`config.mk`:
```
export PLATFORM = sky130hd
export DESIGN_NAME = integer_to_ascii_formatter_unit
export DESIGN_NICKNAME = d
export VERILOG_FILES = /design/src/design/ifa_pkg.sv /design/src/design/integer_to_ascii_formatter_unit.sv
export SDC_FILE = /design/constraint.sdc
export NUM_CORES = 1
export LEC_CHECK = 0
export BUFFER_PORTS_ARGS = -buffer_cell sky130_fd_sc_hd__buf_2
export CAP_MARGIN = 20
export CELL_PAD_IN_SITES_DETAIL_PLACEMENT = 0
export CELL_PAD_IN_SITES_GLOBAL_PLACEMENT = 1
export CORE_ASPECT_RATIO = 2
export CORE_MARGIN = 2
export CORE_UTILIZATION = 50
export DETAILED_ROUTE_END_ITERATION = 16
export GPL_ROUTABILITY_DRIVEN = 0
export GPL_TIMING_DRIVEN = 1
export PLACE_DENSITY_LB_ADDON = 0.1
export SETUP_SLACK_MARGIN = 0.15
export SYNTH_ARGS = -nofsm -noshare
export SYNTH_HDL_FRONTEND = slang
export SYNTH_SLANG_ARGS = --single-unit
```
`constraint.sdc`:
```
create_clock -name clk -period 7.6 [get_ports clk]
set_input_delay 1.52 -clock clk [delete_from_list [all_inputs] [get_ports clk]]
set_output_delay 1.52 -clock clk [all_outputs]
set_load 0.02 [all_outputs]
```
`src/design/ifa_pkg.sv`:
```
`default_nettype none
package ifa_pkg;

  typedef enum logic [3:0] {
    ST_IDLE  = 4'b0001,
    ST_CONV  = 4'b0010,
    ST_PFX   = 4'b0100,
    ST_DIGIT = 4'b1000
  } state_t;

  localparam logic [1:0] KIND_SDEC = 2'd0;
  localparam logic [1:0] KIND_UDEC = 2'd1;
  localparam logic [1:0] KIND_HEX  = 2'd2;
  localparam logic [1:0] KIND_PTR  = 2'd3;

  localparam logic [7:0] CH_ZERO  = 8'h30;
  localparam logic [7:0] CH_X     = 8'h78;
  localparam logic [7:0] CH_MINUS = 8'h2d;
  localparam logic [7:0] CH_LA    = 8'h61;
  localparam logic [7:0] CH_UA    = 8'h41;

  localparam int unsigned DEC_DIGITS = 10;
  localparam int unsigned BIN_BITS   = 32;

endpackage
`default_nettype wire

```
`src/design/integer_to_ascii_formatter_unit.sv`:
```
// Channel   Ports                                          Handshake
// input     in_kind, in_value, in_upper_case               start & !busy
// result    out_ch, out_char_index, out_last               out_valid, one cycle
//
// Decimal kinds: the value is loaded, then converted by double-dabble on the BCD
// shift/adjust unit, then the characters are shown, with the leading zero
// digits skipped. Hex and pointer kinds skip the conversion.
// busy is high from acceptance to the last char.
// rst_n is synchronous; it returns the sequencer to idle.
// The receiver cannot stall: each character is shown for one cycle only.
`default_nettype none
module integer_to_ascii_formatter_unit
  import ifa_pkg::*;
(
  input  wire logic        clk,
  input  wire logic        rst_n,
  input  wire logic        start,
  output logic             busy,
  input  wire logic [1:0]  in_kind,
  input  wire logic [63:0] in_value,
  input  wire logic        in_upper_case,
  output logic             out_valid,
  output logic [7:0]       out_ch,
  output logic [4:0]       out_char_index,
  output logic             out_last
);

  state_t      state_r, state_nxt;
  logic [63:0] dig_r, dig_nxt;
  logic [31:0] bin_r, bin_nxt;
  logic [4:0]  cnt_r, cnt_nxt;
  logic [4:0]  rem_r, rem_nxt;
  logic [4:0]  idx_r, idx_nxt;
  logic        lead_r, lead_nxt;
  logic        ptr_r, ptr_nxt;
  logic        neg_r, neg_nxt;
  logic        up_r, up_nxt;

  logic [31:0] low;
  logic [31:0] mag;
  logic [39:0] bcd_adj;
  logic [3:0]  top;
  logic        skip;
  logic [7:0]  dig_ch;

  assign low  = in_value[31:0];
  assign mag  = (in_kind == KIND_SDEC && low[31]) ? (~low + 32'd1) : low;
  assign top  = dig_r[63:60];
  assign skip = lead_r && (top == 4'd0) && (rem_r != 5'd1);

  always_comb begin
    for (int i = 0; i < DEC_DIGITS; i++) begin
      bcd_adj[i*4 +: 4] = (dig_r[24 + i*4 +: 4] >= 4'd5) ?
                          dig_r[24 + i*4 +: 4] + 4'd3 : dig_r[24 + i*4 +: 4];
    end
  end

  always_comb begin
    if (top < 4'd10) begin
      dig_ch = CH_ZERO + {4'd0, top};
    end else begin
      dig_ch = (up_r ? CH_UA : CH_LA) + {4'd0, top} - 8'd10;
    end
  end

  always_comb begin
    state_nxt = state_r;
    dig_nxt   = dig_r;
    bin_nxt   = bin_r;
    cnt_nxt   = cnt_r;
    rem_nxt   = rem_r;
    idx_nxt   = idx_r;
    lead_nxt  = lead_r;
    ptr_nxt   = ptr_r;
    neg_nxt   = neg_r;
    up_nxt    = up_r;
    case (state_r)
      ST_IDLE: begin
        if (start) begin
          idx_nxt  = 5'd0;
          lead_nxt = 1'b1;
          ptr_nxt  = (in_kind == KIND_PTR);
          neg_nxt  = (in_kind == KIND_SDEC) && low[31];
          up_nxt   = (in_kind == KIND_HEX) && in_upper_case;
          bin_nxt  = mag;
          cnt_nxt  = 5'(BIN_BITS - 1);
          case (in_kind)
            KIND_SDEC, KIND_UDEC: begin
              dig_nxt   = 64'd0;
              rem_nxt   = 5'(DEC_DIGITS);
              state_nxt = ST_CONV;
            end
            KIND_HEX: begin
              dig_nxt   = {low, 32'd0};
              rem_nxt   = 5'd8;
              state_nxt = ST_DIGIT;
            end
            default: begin
              dig_nxt   = in_value;
              rem_nxt   = 5'd16;
              state_nxt = ST_PFX;
            end
          endcase
        end
      end
      ST_CONV: begin
        dig_nxt = {bcd_adj[38:0], bin_r[31], 24'd0};
        bin_nxt = {bin_r[30:0], 1'b0};
        cnt_nxt = cnt_r - 5'd1;
        if (cnt_r == 5'd0) begin
          state_nxt = neg_r ? ST_PFX : ST_DIGIT;
        end
      end
      ST_PFX: begin
        idx_nxt = idx_r + 5'd1;
        if (!ptr_r || idx_r == 5'd1) begin
          state_nxt = ST_DIGIT;
        end
      end
      ST_DIGIT: begin
        dig_nxt = {dig_r[59:0], 4'd0};
        rem_nxt = rem_r - 5'd1;
        if (!skip) begin
          lead_nxt = 1'b0;
          idx_nxt  = idx_r + 5'd1;
          if (rem_r == 5'd1) begin
            state_nxt = ST_IDLE;
          end
        end
      end
      default: state_nxt = ST_IDLE;
    endcase
  end

  always_ff @(posedge clk) begin
    if (!rst_n) begin
      state_r <= ST_IDLE;
    end else begin
      state_r <= state_nxt;
    end
    dig_r  <= dig_nxt;
    bin_r  <= bin_nxt;
    cnt_r  <= cnt_nxt;
    rem_r  <= rem_nxt;
    idx_r  <= idx_nxt;
    lead_r <= lead_nxt;
    ptr_r  <= ptr_nxt;
    neg_r  <= neg_nxt;
    up_r   <= up_nxt;
  end

  assign busy           = (state_r != ST_IDLE);
  assign out_valid      = (state_r == ST_PFX) || ((state_r == ST_DIGIT) && !skip);
  assign out_char_index = idx_r;
  assign out_last       = (state_r == ST_DIGIT) && (rem_r == 5'd1);
  always_comb begin
    if (state_r == ST_PFX) begin
      out_ch = ptr_r ? ((idx_r == 5'd0) ? CH_ZERO : CH_X) : CH_MINUS;
    end else begin
      out_ch = dig_ch;
    end
  end

  a_accept_busy: assert property (@(posedge clk) disable iff (!rst_n)
    start && !busy |=> busy) else $error("busy not raised after accept");

  a_valid_busy: assert property (@(posedge clk) disable iff (!rst_n)
    out_valid |-> busy) else $error("character outside a transaction");

  a_last_ends: assert property (@(posedge clk) disable iff (!rst_n)
    out_valid && out_last |=> !busy) else $error("transaction not ended by last");

  a_index_range: assert property (@(posedge clk) disable iff (!rst_n)
    out_valid |-> out_char_index <= 5'd17) else $error("character index overrun");

endmodule
`default_nettype wire
```
==> flow_metrics.py <==
metrics = {
    "timing": {
        "setup_repair_after_global_routing_missed_its_margin": "false",
        "tns_ns": 0,
        "hold_viol_final": 0,
        "fin_ws_ns": 3.77,
        "final-max-slew-violation-count": 0,
        "final.period_utilization_pct": 50.4,
        "slew_headroom_pct": 45.0,
        "max_freq_mhz": 261,
        "final.hold.worst_slack_ns": 0.525,
        "final.setup_skew_ns": 0.00835,
        "post-route-min-period_ns": 3.83,
        "slew_of_the_pin_with_the_lowest_slew_margin_ns": 0.818,
        "setup_viol": 0,
    },
    "floorplanning": {
        "floorplan_die_width_um": 88.5,
        "die_height_um": 173,
        "dieArea_um2": 15300,
        "placementRows": 61,
        "floorplan.io_pins": 86,
        "core-area_um2": 14000,
        "floorplan.initialDensity_pct": 51.2,
    },
    "cts": {
        "cts.repair_timing.setup_buffer_count": 0,
        "cts_resized": 0,
        "clock_tree.buffer_depth": 2,
        "cts_buffer_count": 17,
        "count_of_clock_tree_sinks": 119,
        "htree_levels": 4,
        "hold_buffers": 0,
        "cts_root_buf": "clkbuf_16",
        "clk-insertion-delay-late_ns": 0.42,
        "clkSlewWorstSetupHoldPaths_ns": 0.06,
        "tritoncts_clock_tree": "done",
    },
    "global_routing": {
        "antenna_violations_before_repair": 0,
        "groute.usage.overall_pct": 28.0,
        "vias_in_the_first_global_route": 6081,
        "grt_pass1_wl_um": 32000,
        "grt-ovfl-total": 0,
        "grt_max_degree": 68,
    },
    "yosys": {
        "synth.largest_area_cell": "edfxtp_1",
        "syn-instance-count": 697,
        "yosys.cell_types.count": 56,
        "synthesis.nets": 795,
        "synth-main-ff-cell": "edfxtp_1",
        "synth-seq-area-share_pct": 49.4,
        "ys_async_sr_fraction_pct": 0,
        "synth_top_cell_area_share_pct": 48.3,
        "synth_area_leaders": "edfxtp_1 (48%), ha_1 (4.9%), o21ai_0 (4.6%)",
        "syn-cell-area_um2": 7150,
        "yosysWarnings": 0,
        "synthesis.area_per_instance_um2": 10.3,
        "synth_enable_flop_cells": 115,
        "ys_ff_latch": 119,
    },
    "power_and_ir_drop": {
        "clock_power_share_pct": 31.3,
        "vdd_drop_max_uv": 175,
        "power.share.switching_pct": 34.2,
        "internal_power_mw": 1.83,
        "comb_power_share_pct": 27.4,
        "p_total_mw": 2.78,
        "power-per-cell-area_nw_per_um2": 332,
        "p_leak_nw": 3.13,
        "power_frac_seq_pct": 41.3,
        "power_switching_mw": 0.951,
    },
    "drt": {
        "drt_pass1_iterations": 7,
        "postRouteWirelength_um": 20600,
        "dr_wl_cell_um": 21.3,
        "num_vias": 5942,
        "route.detailed.vias_per_inst": 6.13,
        "dr.first_iter.drc_count": 607,
        "ant_nets": 0,
        "remaining_drc_errors": 0,
    },
    "final_layout": {
        "post_route_cells_drive_above_1_share_pct": 17.9,
        "area_growth_syn_to_layout_pct": 17.2,
        "postLayoutCellArea_um2": 8370,
        "finalNetCount": 866,
        "fillerInstances": 1247,
        "final_core_utilization_pct": 59.9,
        "antenna_cells_inserted": 0,
        "stdcell_count": 970,
    },
    "setup_path": {
        "critPathArrivalTime_ns": 2.31,
        "rrSetupSlack_ns": 4.31,
        "path_class": "register to output pin",
        "worstSetupEndpointType": "output pin",
        "cp_max_fo": 67,
        "worst-endpoint-required_ns": 6.08,
        "crit_path_start_kind": "register",
    },
    "place": {
        "cell_count_after_placement": 938,
        "dp_wirelength_um": 14600,
        "port_buffers": 84,
        "placed_cell_area_um2": 7730,
        "dp_slack_ns": 3.70,
    },
    "run": {
        "cap_viol_max_count": 0,
    },
    "status": {
        "run_status": "finished clean",
    },
    "hold_path": {
        "worstHoldPathType": "register to register",
    },
}
[cells in the mapped netlist, types with 4 or more instances]
cell and count:
dfxtp_1 4, clkbuf_1 32, a222oi_1 17, edfxtp_1 115, nor3b_1 10, or3_1 5
inv_1 39, a31oi_1 11, buf_1 5, nand2b_1 12, and2_1 5, o21ai_0 66
o31ai_1 5, xor2_1 21, a21oi_1 53, o221ai_1 8, nand2_1 67, ha_1 28
nor3_1 14, nor2_1 50, nor4_1 5, xnor2_1 34, mux2i_1 8, a22oi_1 4
or4_1 4, a221o_1 9, a22o_1 19
[final cells by class]
| class | instances | area, um2 | area share, % |
|---|---|---|---|
| sequential | 119 | 3530 | 42.2 |
| multi-input combinational | 499 | 3340 | 39.9 |
| timing repair buffer | 92 | 480 | 5.74 |
| clock buffer | 19 | 443 | 5.29 |
| tap | 189 | 236 | 2.82 |
| clock inverter | 13 | 195 | 2.33 |
| inverter | 39 | 146 | 1.75 |
[worst max-delay path, cell delays in order, from the launching register on]
cell	delay [ns]
dfxtp_1	0.37
nor4b_2	0.46
buf_4	0.69
a21o_1	0.19
buf_2	0.15
[sequential cells by signal (all words and copies together), names as in the netlist]
name,count
dig_r,64
lead_r,1
up_r,1
bin_r,32
cnt_r,5
neg_r,1
state_r,4
rem_r,5
ptr_r,1
out_char_index,5
[power by group through the flow]
stage          logic, mW  registers, mW  clock network, mW
2_1_floorplan      0.541           1.12                  0
3_3_place_gp       0.730           1.15                  0
3_5_place_dp       0.759           1.16                  0
4_1_cts            0.763           1.15              0.879
5_1_grt            0.854           1.17              0.900
6_report           0.761           1.15              0.872
[cell usage in the layout (no fill, tap or decap), types with 4 or more instances in the layout]
master | netlist | final
o21ai_0 | 66 | 66
or4_1 | 4 | 4
a221o_1 | 9 | 9
nor4_1 | 5 | 5
nor3b_1 | 10 | 10
bufinv_16 | 0 | 4
nor3_1 | 14 | 12
nand2_1 | 67 | 67
dfxtp_1 | 4 | 4
o221ai_1 | 8 | 8
nor2_1 | 50 | 50
xor2_1 | 21 | 21
inv_1 | 39 | 39
mux2i_1 | 8 | 8
ha_1 | 28 | 28
buf_4 | 1 | 8
a222oi_1 | 17 | 17
a21oi_1 | 53 | 52
xnor2_1 | 34 | 34
clkbuf_16 | 0 | 17
o31ai_1 | 5 | 5
a22oi_1 | 4 | 4
a22o_1 | 19 | 19
edfxtp_1 | 115 | 115
and2_1 | 5 | 5
or3_1 | 5 | 5
nand2b_1 | 12 | 12
a31oi_1 | 11 | 11
buf_2 | 1 | 84
[per-layer routing]
layer	vias up	wire length [um]	global-route usage, %
met1	2872	7220	30.4
met3	53	1080	3.68
li1	2765	-	-
met2	252	11600	50.9
met4	0	801	13.9
met5	-	0	0
[final timing paths]
path,start,to,depth (start not counted)
setup / recovery,state_r[0],out_valid,4
hold / removal,bin_r[22],bin_r[23],2
setup reg to reg,state_r[0],dig_r[43],5
hold reg to reg,bin_r[22],bin_r[23],2
[cells by family (layout without fill, tap and decap cells)]
kind of cell | Yosys count | after routing | synth area share [%]
AOI/OAI and AO/OA | 210 | 210 | 19.4
xor gates and xnor gates | 55 | 55 | 6.74
adders and majority gates | 28 | 28 | 4.90
buffers and inverters | 79 | 163 | 4.33
DFF | 119 | 119 | 49.4
muxes | 8 | 8 | 1.12
other | 1 | 1 | 0.0525
and+or+nand+nor | 197 | 197 | 14.0
No activity file was read; power rests on OpenSTA's default activity.
